--- src/design/fencing_hit_detector_unit_defines.svh ---
// ----------------------------------------------------------------------------
// Fencing hit detector assertion macros
// Shared property templates for the concurrent checks of the detector.
// ----------------------------------------------------------------------------
`ifndef FENCING_HIT_DETECTOR_UNIT_DEFINES_SVH
`define FENCING_HIT_DETECTOR_UNIT_DEFINES_SVH

// same-cycle implication
`define FHD_ASSERT_IMPLY(label, clk, rst, ante, cons, msg) \
   label: assert property (@(posedge clk) disable iff (rst) (ante) |-> (cons)) \
      else $error(msg);

// next-cycle implication
`define FHD_ASSERT_NEXT(label, clk, rst, ante, cons, msg) \
   label: assert property (@(posedge clk) disable iff (rst) (ante) |=> (cons)) \
      else $error(msg);

`endif

--- src/design/fhd_pkg.sv ---
// ----------------------------------------------------------------------------
// Fencing hit detector package
// Types, register codes, voltage windows and per-weapon timing tables.
// ----------------------------------------------------------------------------
`default_nettype none

package fhd_pkg;

   typedef enum logic [1:0] {
      MODE_FOIL  = 2'd0,
      MODE_EPEE  = 2'd1,
      MODE_SABRE = 2'd2,
      MODE_NONE  = 2'd3
   } weapon_mode_type;

   typedef enum logic [1:0] {
      PHASE_IDLE    = 2'd0,
      PHASE_LOCKOUT = 2'd1,
      PHASE_HOLD    = 2'd2
   } phase_type;

   typedef enum logic [1:0] {
      HIT_NONE = 2'd0,
      HIT_ON   = 2'd1,
      HIT_OFF  = 2'd2
   } new_hit_type;

   localparam int CsrIndexBits = 2;
   localparam int CsrDataBits  = 32;
   localparam int HoldBits     = 32;

   localparam logic [CsrIndexBits-1:0] CSR_WEAPON_MODE = 2'd0;
   localparam logic [CsrIndexBits-1:0] CSR_BUZZER_HOLD = 2'd1;
   localparam logic [CsrIndexBits-1:0] CSR_LIGHT_HOLD  = 2'd2;

   localparam logic [HoldBits-1:0] BUZZER_HOLD_RESET = 32'd1500000;
   localparam logic [HoldBits-1:0] LIGHT_HOLD_RESET  = 32'd3500000;

   // voltage windows in ADC counts
   localparam int WinLo        = 400;
   localparam int WinHi        = 600;
   localparam int SabreWpnLo   = 315;
   localparam int SabreLameLo  = 300;
   localparam int FoilOffWpn   = 900;
   localparam int FoilOffLame  = 100;
   localparam int EpeeShortGap = 40;

   typedef struct packed {
      logic ground;
      logic foil_on;
      logic foil_off;
      logic foil_short;
      logic epee_contact;
      logic epee_short;
      logic sabre_on;
      logic sabre_short;
   } line_class_type;

   typedef struct packed {
      logic scoring;
      logic hold;
   } core_status_type;

   typedef struct packed {
      logic        on_target_a;
      logic        off_target_a;
      logic        on_target_b;
      logic        off_target_b;
      logic        short_fault_a;
      logic        short_fault_b;
      logic        strip_ground_a;
      logic        strip_ground_b;
      logic        buzzer_on;
      phase_type   phase;
      new_hit_type new_hit_a;
      new_hit_type new_hit_b;
   } result_type;

   function automatic logic [31:0] lock_time_us(weapon_mode_type mode);
      logic [31:0] t;
      case (mode)
         MODE_FOIL:  t = 32'd300000;
         MODE_EPEE:  t = 32'd45000;
         MODE_SABRE: t = 32'd170000;
         default:    t = 32'd0;
      endcase
      return t;
   endfunction

   function automatic logic [31:0] press_time_us(weapon_mode_type mode);
      logic [31:0] t;
      case (mode)
         MODE_FOIL:  t = 32'd14000;
         MODE_EPEE:  t = 32'd2000;
         MODE_SABRE: t = 32'd1000;
         default:    t = 32'd0;
      endcase
      return t;
   endfunction

endpackage

`default_nettype wire

--- src/design/fhd_line_class.sv ---
// ----------------------------------------------------------------------------
// Fencing hit detector line classifier
// Window compares on one fencer's samples and the opponent's lame for every weapon mode.
// ----------------------------------------------------------------------------
`default_nettype none

module fhd_line_class #(
   parameter int SAMPLE_BITS = 10
) (
   input  wire logic [SAMPLE_BITS-1:0] own_weapon,
   input  wire logic [SAMPLE_BITS-1:0] own_lame,
   input  wire logic [SAMPLE_BITS-1:0] opp_lame,
   input  wire logic [SAMPLE_BITS-1:0] own_ground,
   output fhd_pkg::line_class_type     line_class
);
   import fhd_pkg::*;

   localparam logic [SAMPLE_BITS-1:0] WIN_LO   = SAMPLE_BITS'(WinLo);
   localparam logic [SAMPLE_BITS-1:0] WIN_HI   = SAMPLE_BITS'(WinHi);
   localparam logic [SAMPLE_BITS-1:0] SAB_W_LO = SAMPLE_BITS'(SabreWpnLo);
   localparam logic [SAMPLE_BITS-1:0] SAB_L_LO = SAMPLE_BITS'(SabreLameLo);
   localparam logic [SAMPLE_BITS-1:0] OFF_WPN  = SAMPLE_BITS'(FoilOffWpn);
   localparam logic [SAMPLE_BITS-1:0] OFF_LAME = SAMPLE_BITS'(FoilOffLame);
   localparam logic [SAMPLE_BITS-1:0] GAP      = SAMPLE_BITS'(EpeeShortGap);

   logic                   ground;
   logic                   wpn_mid;
   logic                   lame_mid;
   logic                   opp_mid;
   logic                   wpn_sab;
   logic                   lame_sab;
   logic                   opp_sab;
   logic [SAMPLE_BITS-1:0] gap;

   always_comb begin
      ground   = (own_ground > WIN_LO) && (own_ground < WIN_HI);
      wpn_mid  = (own_weapon > WIN_LO) && (own_weapon < WIN_HI);
      lame_mid = (own_lame > WIN_LO) && (own_lame < WIN_HI);
      opp_mid  = (opp_lame > WIN_LO) && (opp_lame < WIN_HI);
      wpn_sab  = (own_weapon > SAB_W_LO) && (own_weapon < WIN_HI);
      lame_sab = (own_lame > SAB_L_LO) && (own_lame < WIN_HI);
      opp_sab  = (opp_lame > SAB_L_LO) && (opp_lame < WIN_HI);
      gap      = (own_weapon >= own_lame) ? (own_weapon - own_lame)
                                          : (own_lame - own_weapon);

      line_class.ground       = ground;
      line_class.foil_off     = (own_weapon > OFF_WPN) && (opp_lame < OFF_LAME) && !ground;
      line_class.foil_on      = wpn_mid && opp_mid && !ground;
      line_class.foil_short   = wpn_mid && lame_mid;
      line_class.epee_contact = wpn_mid && lame_mid && !ground;
      line_class.epee_short   = (gap < GAP) && ((own_weapon < WIN_LO) || (own_weapon > WIN_HI));
      line_class.sabre_on     = wpn_sab && opp_sab && !ground;
      line_class.sabre_short  = wpn_sab && lame_sab;
   end

endmodule

`default_nettype wire

--- src/design/fhd_score_core.sv ---
// ----------------------------------------------------------------------------
// Fencing hit detector scoring core
// Bout state, depress qualification and lockout, buzzer and hold timers.
// ----------------------------------------------------------------------------
`default_nettype none

module fhd_score_core #(
   parameter int TIME_BITS = 32
) (
   input  wire logic                     clock,
   input  wire logic                     reset,
   input  wire logic                     clear,
   input  wire logic                     step,
   input  fhd_pkg::weapon_mode_type      mode,
   input  wire logic [31:0]              buzzer_hold,
   input  wire logic [31:0]              light_hold,
   input  wire logic [TIME_BITS-1:0]     now,
   input  fhd_pkg::line_class_type       class_a,
   input  fhd_pkg::line_class_type       class_b,
   output fhd_pkg::result_type           result,
   output fhd_pkg::core_status_type      status
);
   import fhd_pkg::*;

   logic [3:0]           hit_ff, hit_in, hit_mid;
   logic [1:0]           short_ff, short_in, short_mid;
   logic [1:0]           pressing_ff, pressing_in, pressing_mid;
   logic [TIME_BITS-1:0] press_start_ff [2];
   logic [TIME_BITS-1:0] press_start_in [2];
   logic [TIME_BITS-1:0] press_start_mid [2];
   logic                 scoring_ff, scoring_in;
   logic                 hold_ff, hold_in;
   logic                 buzz_ff, buzz_in;
   logic [TIME_BITS-1:0] lockout_start_ff, lockout_start_in;
   logic [TIME_BITS-1:0] hold_start_ff, hold_start_in;
   logic [TIME_BITS-1:0] buzz_start_ff, buzz_start_in;

   line_class_type       cls [2];
   logic [1:0]           own_hits [2];
   logic [TIME_BITS-1:0] press_el [2];
   logic [1:0]           act, cond, is_off, qual, new_on, new_off;
   logic [TIME_BITS-1:0] lock_time, press_time, lock_el, buzz_el, hold_el;
   logic                 open_old, open_after, in_window;
   logic                 start_now, scoring_mid, hold_mid, hold_mid2, buzz_mid;
   logic                 buzz_exp, enter_hold, hold_exp, clear_now;

   assign cls[0]      = class_a;
   assign cls[1]      = class_b;
   assign own_hits[0] = hit_ff[1:0];
   assign own_hits[1] = hit_ff[3:2];

   always_comb begin
      lock_time  = TIME_BITS'(lock_time_us(mode));
      press_time = TIME_BITS'(press_time_us(mode));
      lock_el    = now - lockout_start_ff;
      buzz_el    = now - buzz_start_ff;
      hold_el    = now - hold_start_ff;
      open_old   = lock_el < lock_time;
      in_window  = !scoring_ff || open_old;

      for (int f = 0; f < 2; f++) begin
         press_el[f]        = now - press_start_ff[f];
         act[f]             = 1'b0;
         cond[f]            = 1'b0;
         is_off[f]          = 1'b0;
         short_mid[f]       = short_ff[f];
         pressing_mid[f]    = pressing_ff[f];
         press_start_mid[f] = press_start_ff[f];
         qual[f]            = 1'b0;

         case (mode)
            MODE_FOIL: begin
               short_mid[f] = cls[f].foil_short;
               act[f]       = in_window && (own_hits[f] == 2'b00);
               cond[f]      = cls[f].foil_off || cls[f].foil_on;
               is_off[f]    = cls[f].foil_off;
            end
            MODE_EPEE: begin
               if (in_window && !own_hits[f][0]) begin
                  act[f]       = 1'b1;
                  cond[f]      = cls[f].epee_contact;
                  short_mid[f] = !cls[f].epee_contact && cls[f].epee_short;
               end
            end
            MODE_SABRE: begin
               short_mid[f] = cls[f].sabre_short;
               act[f]       = in_window && (own_hits[f] == 2'b00);
               cond[f]      = cls[f].sabre_on;
            end
            default: begin
            end
         endcase

         if (act[f]) begin
            if (cond[f]) begin
               if (!pressing_ff[f]) begin
                  pressing_mid[f]    = 1'b1;
                  press_start_mid[f] = now;
               end else begin
                  qual[f] = press_el[f] >= press_time;
               end
            end else begin
               pressing_mid[f]    = 1'b0;
               press_start_mid[f] = '0;
            end
         end

         new_on[f]  = qual[f] && !is_off[f];
         new_off[f] = qual[f] && is_off[f];
      end

      hit_mid     = hit_ff | {new_off[1], new_on[1], new_off[0], new_on[0]};
      start_now   = ((new_on | new_off) != 2'b00) && !scoring_ff;
      scoring_mid = scoring_ff || start_now;
      hold_mid    = start_now ? 1'b0 : hold_ff;
      buzz_mid    = start_now || buzz_ff;
      buzz_exp    = start_now ? (buzzer_hold == '0) : (32'(buzz_el) >= buzzer_hold);
      open_after  = start_now ? (lock_time != '0) : open_old;
      enter_hold  = scoring_mid && !hold_mid && !open_after;
      hold_mid2   = hold_mid || enter_hold;
      hold_exp    = enter_hold ? (light_hold == '0) : (32'(hold_el) >= light_hold);
      clear_now   = scoring_mid && hold_mid2 && hold_exp;

      // drop everything once the light hold has run out
      hit_in           = clear_now ? '0 : hit_mid;
      short_in         = clear_now ? '0 : short_mid;
      pressing_in      = clear_now ? '0 : pressing_mid;
      press_start_in[0] = clear_now ? '0 : press_start_mid[0];
      press_start_in[1] = clear_now ? '0 : press_start_mid[1];
      scoring_in       = clear_now ? 1'b0 : scoring_mid;
      hold_in          = clear_now ? 1'b0 : hold_mid2;
      buzz_in          = clear_now ? 1'b0 : (buzz_mid && !buzz_exp);
      lockout_start_in = clear_now ? '0 : (start_now ? now : lockout_start_ff);
      buzz_start_in    = clear_now ? '0 : (start_now ? now : buzz_start_ff);
      hold_start_in    = clear_now ? '0 : (enter_hold ? now : hold_start_ff);

      result.on_target_a    = hit_in[0];
      result.off_target_a   = hit_in[1];
      result.on_target_b    = hit_in[2];
      result.off_target_b   = hit_in[3];
      result.short_fault_a  = short_in[0];
      result.short_fault_b  = short_in[1];
      result.strip_ground_a = cls[0].ground;
      result.strip_ground_b = cls[1].ground;
      result.buzzer_on      = buzz_in;
      result.phase          = !scoring_in ? PHASE_IDLE : (hold_in ? PHASE_HOLD : PHASE_LOCKOUT);
      result.new_hit_a      = new_on[0] ? HIT_ON : (new_off[0] ? HIT_OFF : HIT_NONE);
      result.new_hit_b      = new_on[1] ? HIT_ON : (new_off[1] ? HIT_OFF : HIT_NONE);
   end

   assign status.scoring = scoring_ff;
   assign status.hold    = hold_ff;

   always_ff @(posedge clock) begin
      if (reset || clear) begin
         hit_ff            <= '0;
         short_ff          <= '0;
         pressing_ff       <= '0;
         press_start_ff[0] <= '0;
         press_start_ff[1] <= '0;
         scoring_ff        <= 1'b0;
         hold_ff           <= 1'b0;
         buzz_ff           <= 1'b0;
         lockout_start_ff  <= '0;
         hold_start_ff     <= '0;
         buzz_start_ff     <= '0;
      end else if (step) begin
         hit_ff            <= hit_in;
         short_ff          <= short_in;
         pressing_ff       <= pressing_in;
         press_start_ff[0] <= press_start_in[0];
         press_start_ff[1] <= press_start_in[1];
         scoring_ff        <= scoring_in;
         hold_ff           <= hold_in;
         buzz_ff           <= buzz_in;
         lockout_start_ff  <= lockout_start_in;
         hold_start_ff     <= hold_start_in;
         buzz_start_ff     <= buzz_start_in;
      end
   end

endmodule

`default_nettype wire

--- src/design/fencing_hit_detector_unit.sv ---
// ----------------------------------------------------------------------------
// Fencing hit detector unit
// Scores foil, epee and sabre contacts from one ADC sample set per item.
//
// Input channel req_*: six line samples and a microsecond timestamp per item.
// Result channel rsp_*: hit flags, new-hit codes, shorts, strip ground,
// buzzer level and bout phase after that item, one result per item.
// Configuration port csr_*: weapon mode, buzzer hold and light hold; a write
// of the weapon mode clears the bout state.
// Path: an item is accepted into the input register, and its result is then
// written to the result register when that register is free or being taken.
// Throughput: one item per cycle while rsp_stall is low; the bout state
// update for one item is combinational between input and result registers.
// Reset: bout state clears, mode returns to epee, hold times to defaults.
// Stall: a stalled result holds in the result register while one more item
// waits in the input register; req_stall rises only when both are full.
// ----------------------------------------------------------------------------
`default_nettype none

`include "fencing_hit_detector_unit_defines.svh"

module fencing_hit_detector_unit #(
   parameter int SAMPLE_BITS = 10,
   parameter int TIME_BITS   = 32
) (
   input  wire logic                                clock,
   input  wire logic                                reset,

   input  wire logic                                req_valid,
   output      logic                                req_stall,
   input  wire logic [SAMPLE_BITS-1:0]              req_weapon_a,
   input  wire logic [SAMPLE_BITS-1:0]              req_weapon_b,
   input  wire logic [SAMPLE_BITS-1:0]              req_lame_a,
   input  wire logic [SAMPLE_BITS-1:0]              req_lame_b,
   input  wire logic [SAMPLE_BITS-1:0]              req_ground_a,
   input  wire logic [SAMPLE_BITS-1:0]              req_ground_b,
   input  wire logic [TIME_BITS-1:0]                req_time_us,

   output      logic                                rsp_valid,
   input  wire logic                                rsp_stall,
   output      logic                                rsp_on_target_a,
   output      logic                                rsp_off_target_a,
   output      logic                                rsp_on_target_b,
   output      logic                                rsp_off_target_b,
   output      logic                                rsp_short_fault_a,
   output      logic                                rsp_short_fault_b,
   output      logic                                rsp_strip_ground_a,
   output      logic                                rsp_strip_ground_b,
   output      logic                                rsp_buzzer_on,
   output      logic [1:0]                          rsp_phase,
   output      logic [1:0]                          rsp_new_hit_a,
   output      logic [1:0]                          rsp_new_hit_b,

   input  wire logic                                csr_write_en,
   input  wire logic [fhd_pkg::CsrIndexBits-1:0]    csr_index,
   input  wire logic [fhd_pkg::CsrDataBits-1:0]     csr_wdata
);
   import fhd_pkg::*;

   logic                   s1_valid_ff;
   logic [SAMPLE_BITS-1:0] s1_weapon_a_ff, s1_weapon_b_ff;
   logic [SAMPLE_BITS-1:0] s1_lame_a_ff, s1_lame_b_ff;
   logic [SAMPLE_BITS-1:0] s1_ground_a_ff, s1_ground_b_ff;
   logic [TIME_BITS-1:0]   s1_time_ff;
   logic                   rsp_valid_ff;
   result_type             rsp_ff;
   result_type             core_result;
   core_status_type        core_status;
   weapon_mode_type        mode_ff;
   logic [HoldBits-1:0]    buzzer_hold_ff, light_hold_ff;
   line_class_type         class_a, class_b;
   logic                   advance, req_take, clear_state;

   assign advance     = s1_valid_ff && (!rsp_valid_ff || !rsp_stall);
   assign req_stall   = s1_valid_ff && !advance;
   assign req_take    = req_valid && !req_stall;
   assign clear_state = csr_write_en && (csr_index == CSR_WEAPON_MODE);

   always_ff @(posedge clock) begin
      if (reset) begin
         mode_ff        <= MODE_EPEE;
         buzzer_hold_ff <= BUZZER_HOLD_RESET;
         light_hold_ff  <= LIGHT_HOLD_RESET;
      end else if (csr_write_en) begin
         case (csr_index)
            CSR_WEAPON_MODE: mode_ff        <= weapon_mode_type'(csr_wdata[1:0]);
            CSR_BUZZER_HOLD: buzzer_hold_ff <= csr_wdata[HoldBits-1:0];
            CSR_LIGHT_HOLD:  light_hold_ff  <= csr_wdata[HoldBits-1:0];
            default: begin
            end
         endcase
      end
   end

   always_ff @(posedge clock) begin
      if (reset) begin
         s1_valid_ff <= 1'b0;
      end else if (req_take) begin
         s1_valid_ff <= 1'b1;
      end else if (advance) begin
         s1_valid_ff <= 1'b0;
      end
   end

   always_ff @(posedge clock) begin
      if (req_take) begin
         s1_weapon_a_ff <= req_weapon_a;
         s1_weapon_b_ff <= req_weapon_b;
         s1_lame_a_ff   <= req_lame_a;
         s1_lame_b_ff   <= req_lame_b;
         s1_ground_a_ff <= req_ground_a;
         s1_ground_b_ff <= req_ground_b;
         s1_time_ff     <= req_time_us;
      end
   end

   fhd_line_class #(
      .SAMPLE_BITS (SAMPLE_BITS)
   ) u_class_a (
      .own_weapon (s1_weapon_a_ff),
      .own_lame   (s1_lame_a_ff),
      .opp_lame   (s1_lame_b_ff),
      .own_ground (s1_ground_a_ff),
      .line_class (class_a)
   );

   fhd_line_class #(
      .SAMPLE_BITS (SAMPLE_BITS)
   ) u_class_b (
      .own_weapon (s1_weapon_b_ff),
      .own_lame   (s1_lame_b_ff),
      .opp_lame   (s1_lame_a_ff),
      .own_ground (s1_ground_b_ff),
      .line_class (class_b)
   );

   fhd_score_core #(
      .TIME_BITS (TIME_BITS)
   ) u_core (
      .clock       (clock),
      .reset       (reset),
      .clear       (clear_state),
      .step        (advance),
      .mode        (mode_ff),
      .buzzer_hold (buzzer_hold_ff),
      .light_hold  (light_hold_ff),
      .now         (s1_time_ff),
      .class_a     (class_a),
      .class_b     (class_b),
      .result      (core_result),
      .status      (core_status)
   );

   always_ff @(posedge clock) begin
      if (reset) begin
         rsp_valid_ff <= 1'b0;
      end else if (advance) begin
         rsp_valid_ff <= 1'b1;
      end else if (!rsp_stall) begin
         rsp_valid_ff <= 1'b0;
      end
   end

   always_ff @(posedge clock) begin
      if (advance) begin
         rsp_ff <= core_result;
      end
   end

   assign rsp_valid          = rsp_valid_ff;
   assign rsp_on_target_a    = rsp_ff.on_target_a;
   assign rsp_off_target_a   = rsp_ff.off_target_a;
   assign rsp_on_target_b    = rsp_ff.on_target_b;
   assign rsp_off_target_b   = rsp_ff.off_target_b;
   assign rsp_short_fault_a  = rsp_ff.short_fault_a;
   assign rsp_short_fault_b  = rsp_ff.short_fault_b;
   assign rsp_strip_ground_a = rsp_ff.strip_ground_a;
   assign rsp_strip_ground_b = rsp_ff.strip_ground_b;
   assign rsp_buzzer_on      = rsp_ff.buzzer_on;
   assign rsp_phase          = rsp_ff.phase;
   assign rsp_new_hit_a      = rsp_ff.new_hit_a;
   assign rsp_new_hit_b      = rsp_ff.new_hit_b;

   `FHD_ASSERT_IMPLY(a_stall_only_when_full, clock, reset, req_stall, s1_valid_ff && rsp_valid_ff && rsp_stall, "input stalled while a stage was free")
   `FHD_ASSERT_IMPLY(a_buzzer_in_bout, clock, reset, rsp_valid && rsp_buzzer_on, rsp_phase != PHASE_IDLE, "buzzer on with bout idle")
   `FHD_ASSERT_IMPLY(a_hold_in_bout, clock, reset, core_status.hold, core_status.scoring, "light hold without scoring")
   `FHD_ASSERT_NEXT(a_mode_write_clears, clock, reset, clear_state, !core_status.scoring && !core_status.hold, "mode write left bout state")

endmodule

`default_nettype wire
--- config.mk ---
export PLATFORM = sky130hd
export DESIGN_NAME = fencing_hit_detector_unit
export DESIGN_NICKNAME = d
export VERILOG_FILES = /design/src/design/fhd_pkg.sv /design/src/design/fhd_line_class.sv /design/src/design/fhd_score_core.sv /design/src/design/fencing_hit_detector_unit.sv
export VERILOG_INCLUDE_DIRS = /design/src /design/src/design
export SDC_FILE = /design/constraint.sdc
export NUM_CORES = 1
export LEC_CHECK = 0
export BUFFER_PORTS_ARGS = -buffer_cell sky130_fd_sc_hd__buf_2
export CAP_MARGIN = 5
export CORE_MARGIN = 2
export CORE_UTILIZATION = 30
export DETAILED_ROUTE_END_ITERATION = 12
export PLACE_DENSITY = 0.44
export SKIP_CTS_REPAIR_TIMING = 1
export SLEW_MARGIN = 15
export SYNTH_ARGS = -nofsm -noshare
export SYNTH_HDL_FRONTEND = slang
export SYNTH_HIERARCHICAL = 1
export SYNTH_SLANG_ARGS = --single-unit
--- constraint.sdc ---
create_clock -name clock -period 7.04 [get_ports clock]
set_input_delay 0 -clock clock [delete_from_list [all_inputs] [get_ports clock]]
set_output_delay 0 -clock clock [all_outputs]
set_load 0.01 [all_outputs]
## After elaboration in Yosys (flattened, before gate mapping)

Memories as Yosys holds them, arrays and structs flattened.
Index checks and enable logic that the tools add are counted.

- Add/sub/neg operators: 8
- Order comparisons: 33
- Equal/unequal tests: 5
- Muxes and demuxes: 64
- Bitwise gates (word level): 4
- Reductions and logical operators: 97

Operator list:

| operator | count |
|---|---|
| 32-bit 2-to-1 mux | 14 |
| 32-bit subtractor | 4 |
| 10-bit by 9-bit greater-than comparator with 1-bit output, second input constant | 10 |
| 32-bit by 14-bit greater-or-equal comparator with 1-bit output | 2 |
| 32-bit greater-or-equal comparator | 2 |
| 32-bit logical NOT | 2 |
| 10-bit < comparator, second input constant | 6 |
| 19-bit case mux with 3 select lines | 1 |
| 1-bit logical AND | 50 |
| 14-bit case mux with 3 select lines | 1 |
| 10-bit greater-than comparator, second input constant | 4 |
| 10-bit subtractor | 4 |
| 1-bit 2-to-1 mux | 34 |
| 32-bit by 19-bit < comparator with 1-bit output | 1 |
| 32-bit nonzero test | 1 |
| 10-bit greater-or-equal comparator | 2 |
| 10-bit by 6-bit < comparator with 1-bit output, second input constant | 2 |
| 10-bit by 7-bit < comparator with 1-bit output, second input constant | 2 |
| 10-bit by 9-bit < comparator with 1-bit output, second input constant | 2 |
| 10-bit 2-to-1 mux | 2 |
| 1-bit logical NOT | 16 |
| 2-bit AND reduction | 7 |
| 1-bit case mux with 3 select lines | 4 |
| 2-bit nonzero test | 6 |
| 12 further kinds | 32 |

- Bits in registers: 250
- Memory bits (writable): 64
- Input port bits: 131
- Output and inout port bits: 17
- Logic and storage cells: 245
- Memories kept: 1

Memories:

| name | depth | width | read ports | clocked after memory_dff | write ports | line | RTL |
|---|---|---|---|---|---|---|---|
| u_core.press_start_ff | 2 | 32 | 2 | 0 | 2 | fhd_score_core.sv:28 | `logic [TIME_BITS-1:0] press_start_ff [2];` |

## Depth between registers and ports, before layout

- Word-level depth: 22
- Gate-level depth with buffers: 32
- Depth with buffers taken out: 30

## Cells and area by module

Netlist, hierarchy kept.

By module, submodules not included:

| module | times used | cells an instance | area each (um^2) | seq. area each (um^2) |
|---|---|---|---|---|
| fhd_score_core | 1 | 1894 | 15210.8 | 3423.3 |
| fencing_hit_detector_unit | 1 | 378 | 5997.0 | 4574.4 |
| fhd_line_class | 2 | 175 | 1226.2 | 0.0 |

## Least setup slack after synthesis

Ideal clock, no wire load.

- Path kind: register to register
- Start point: register, netlist name s1_time_ff[0]
- End point: memory u_core.press_start_ff[1][0] (netlist: u_core/press_start_ff[0][32]), enable pin
- Library setup time: 0.436 ns
- Arrival time: 6.126 ns
- Required time: 6.604 ns
- Slack: 0.478 ns
- Stages on the path, launching flop included: 24
- Path buffers: 1
- Period minus slack after synthesis: 6.562 ns
- Cell sequence: edfxtp_1 inv_1 ha_1 inv_1 fa_1 a211oi_1 o21ai_0 o21ai_0 o21ai_0 xor2_1 ha_1 or4_1 a21oi_1 nand2_1 o2111ai_1 a31oi_1 a311oi_1 o2111ai_1 nor4_1 nand4b_1 o21ai_0 clkbuf_1 nand3_1 a22oi_1

RTL lines:

| element | line |
|---|---|
| end: declaration | fhd_score_core.sv:28 |

==> flow_metrics.env <==
export IMPL_status="finished clean"
export IMPL_placementRows=102
export IMPL_antenna_found_initial=7
export IMPL_critPathBufInv=1
export IMPL_critPathLaunchType="flip-flop"
export IMPL_cts_tree="done"
export IMPL_synth_nets=3019
export IMPL_grt_max_degree=105
export IMPL_routed_wl_mm=77.98
export IMPL_die_x_um=284.7
export IMPL_cp_data_required_time_ps=7330
export IMPL_grt_pass1_wl_mm=117.5
export IMPL_vias=20520
export IMPL_drt_wirelength_per_cell_um=19.71
export IMPL_max_freq_ghz=0.1504
export IMPL_slowest_stage="or4_1"
export IMPL_syn_to_final_growth_pct=19.03
export IMPL_final_max_slew_viol_count=0
export IMPL_finalNetCount=3278
export IMPL_ir_drop_mv=0.1800
export IMPL_worstPathMaxFanout=32
export IMPL_max_stage_delay_ps=540
export IMPL_regArea_um2=7998
export IMPL_placedCellCount=3746
export IMPL_drive_gt1_frac=0.1037
export IMPL_fin_crit_sh=0.9443
export IMPL_drtPass1Iterations=5
export IMPL_io_pins=148
export IMPL_max_slew_margin=0.3327
export IMPL_powerDensity_nw_per_um2=199.5
export IMPL_syn_area_um2=23650
export IMPL_start_util=0.3042
export IMPL_fin_ws_ps=392.2
export IMPL_grt_pass1_vias=19940
export IMPL_hold_class="input pin to flip-flop"
export IMPL_numCtsBuffers=41
export IMPL_p_leak_uw=0.01128
export IMPL_period_minus_slack_ps=6648
export IMPL_crit_top_cell="a21o_1"
export IMPL_clockBufferDepth=3
export IMPL_layoutNonFillerInstCount=3956
export IMPL_grt_ovfl_total=0
export IMPL_gr_usage_all_layers=0.1848
export IMPL_multi_input_area_um2=14120
export IMPL_drv_cap=0
export IMPL_syn_avg_cell_area_um2=9.025
export IMPL_path_class="flip-flop to flip-flop"
export IMPL_clkTransAtPathRegs_ps=60
export IMPL_h_tree_depth=2
export IMPL_critPathTopFamily="compound AO/OA/AOI/OAI gates"
export IMPL_core_area_um2=77720
export IMPL_cp_arrival_ps=6940
export IMPL_portBuffers=147
export IMPL_place_congestion=0.9284
export IMPL_die_h_um=284.7
export IMPL_syn_inst=2620
export IMPL_path_cells="ha_1, a21o_1, or3_1, o21ai_1, nand2_1, a21o_1, a21oi_1, xnor2_1, ha_1, and2_1, a2111oi_4, o2111ai_1, or4_1, a2111o_1, a221o_1, a311oi_1, nand4_1, nor2_2, a31oi_2, o2111ai_4, nand3_1, a21o_1, buf_12"
export IMPL_finalPower_uw=5615
export IMPL_yosysWarnings=6
export IMPL_vias_per_cell=5.187
export IMPL_cp_end_kind="flip-flop"
export IMPL_cts_sink_count=314
export IMPL_utilization=0.3621
export IMPL_clk_latency_ps=570
export IMPL_tightestPinTransition_ps=997.3
export IMPL_dp_hpwl_mm=60.79
export IMPL_fillCellCount=7940
export IMPL_tns_ps=0
export IMPL_rsz0062_at_grt="no"
export IMPL_first_iter_violations=1222
export IMPL_finalSetupViolCount=0
export IMPL_root_buffer="clkbuf_16"
export IMPL_ant_nets=0
export IMPL_die_area_um2=81080
export IMPL_drc=0
export IMPL_final_hold_violation_count=0
export IMPL_final_setup_skew_ps=34.46
export IMPL_post_place_ws_ps=-32.49
## layer usage
layer,global-route usage,share of wire,routed length (um),up-vias
met5,0,0.00021,16,-
met4,0.04763,0.026,2004,2
met3,0.02544,0.039,3006,106
met2,0.3336,0.50,38750,461
met1,0.2299,0.44,34200,9821
li1,-,-,-,10130
## stage by stage
step           hold slack [ps]  cell area, um^2
3_3_place_gp             176.5            25450
2_1_floorplan            98.87            23650
6_report                 79.98            28140
3_5_place_dp             178.1            25450
4_1_cts                 -443.2            26820
5_1_grt                  74.28            28140
## placed cells by master, fill, tap and decap left out, types with 11 or more instances in the layout
cell type      instances
xnor2_1               70
dlygate4sd3_1        129
nor2_1               227
o31a_1                14
xor2_1                30
inv_1                281
a21oi_1              144
o21ai_0              112
buf_2                147
buf_4                 24
o21bai_1              14
a31oi_1               27
or3_1                 14
nand3_1               46
o211ai_1              26
o22ai_1               14
o31ai_1               16
nor2b_1               35
o21a_1                30
o32ai_1               63
dfxtp_1              143
a211oi_1              23
nand4_1               35
o311ai_0              11
nor3_1                50
mux2i_1               71
ha_1                 264
nand2b_1             107
a21o_1                71
and3_1                23
nand2_1              143
clkbuf_16             42
and2_1                16
nor4_1                35
edfxtp_1             171
## report_power, final
group / switching [uW] / internal [uW] / total (uW)
registers: 84.1 / 2020 / 2100
clock network: 829 / 1300 / 2130
logic: 806 / 579 / 1380
## worst paths after layout
check                                from                            to  slack, ps  cells after the start
setup / recovery            s1_time_ff[5]  u_core/press_start_ff[0][30]        390                     23
hold / removal               csr_write_en                    mode_ff[1]         80                      4
setup reg to reg            s1_time_ff[5]  u_core/press_start_ff[0][30]        390                     23
hold reg to reg   u_core/buzz_start_ff[0]       u_core/buzz_start_ff[0]        480                      2
## worst min-delay path: stages
cell     delay (ps)
buf_2           120
nor3b_1         170
buf_4           170
mux2i_1         120
## state kept, by name (all words and copies together) (netlist names), 2 cells and up
signal                 cells
mode_ff                    2
s1_ground_b_ff            10
s1_weapon_b_ff            10
u_core/buzz_start_ff      32
s1_ground_a_ff            10
u_core/press_start_ff     64
s1_time_ff                32
light_hold_ff             32
s1_weapon_a_ff            10
u_core/short_ff            2
rsp_new_hit_b              2
rsp_phase                  2
buzzer_hold_ff            32
s1_lame_a_ff              10
s1_lame_b_ff              10
u_core/hold_start_ff      32
rsp_new_hit_a              2
u_core/hit_ff              4
u_core/pressing_ff         2
## area by class of cell
class / instances / share of cell area
clock inverter: 21 / 0.008758
clock buffer: 54 / 0.03965
tap: 1040 / 0.04623
sequential: 314 / 0.2842
antenna: 5 / 0.0004446
timing repair buffer: 304 / 0.08127
inverter: 282 / 0.03761
multi-input combinational: 1936 / 0.5019
(Power assumes the default switching activity.)
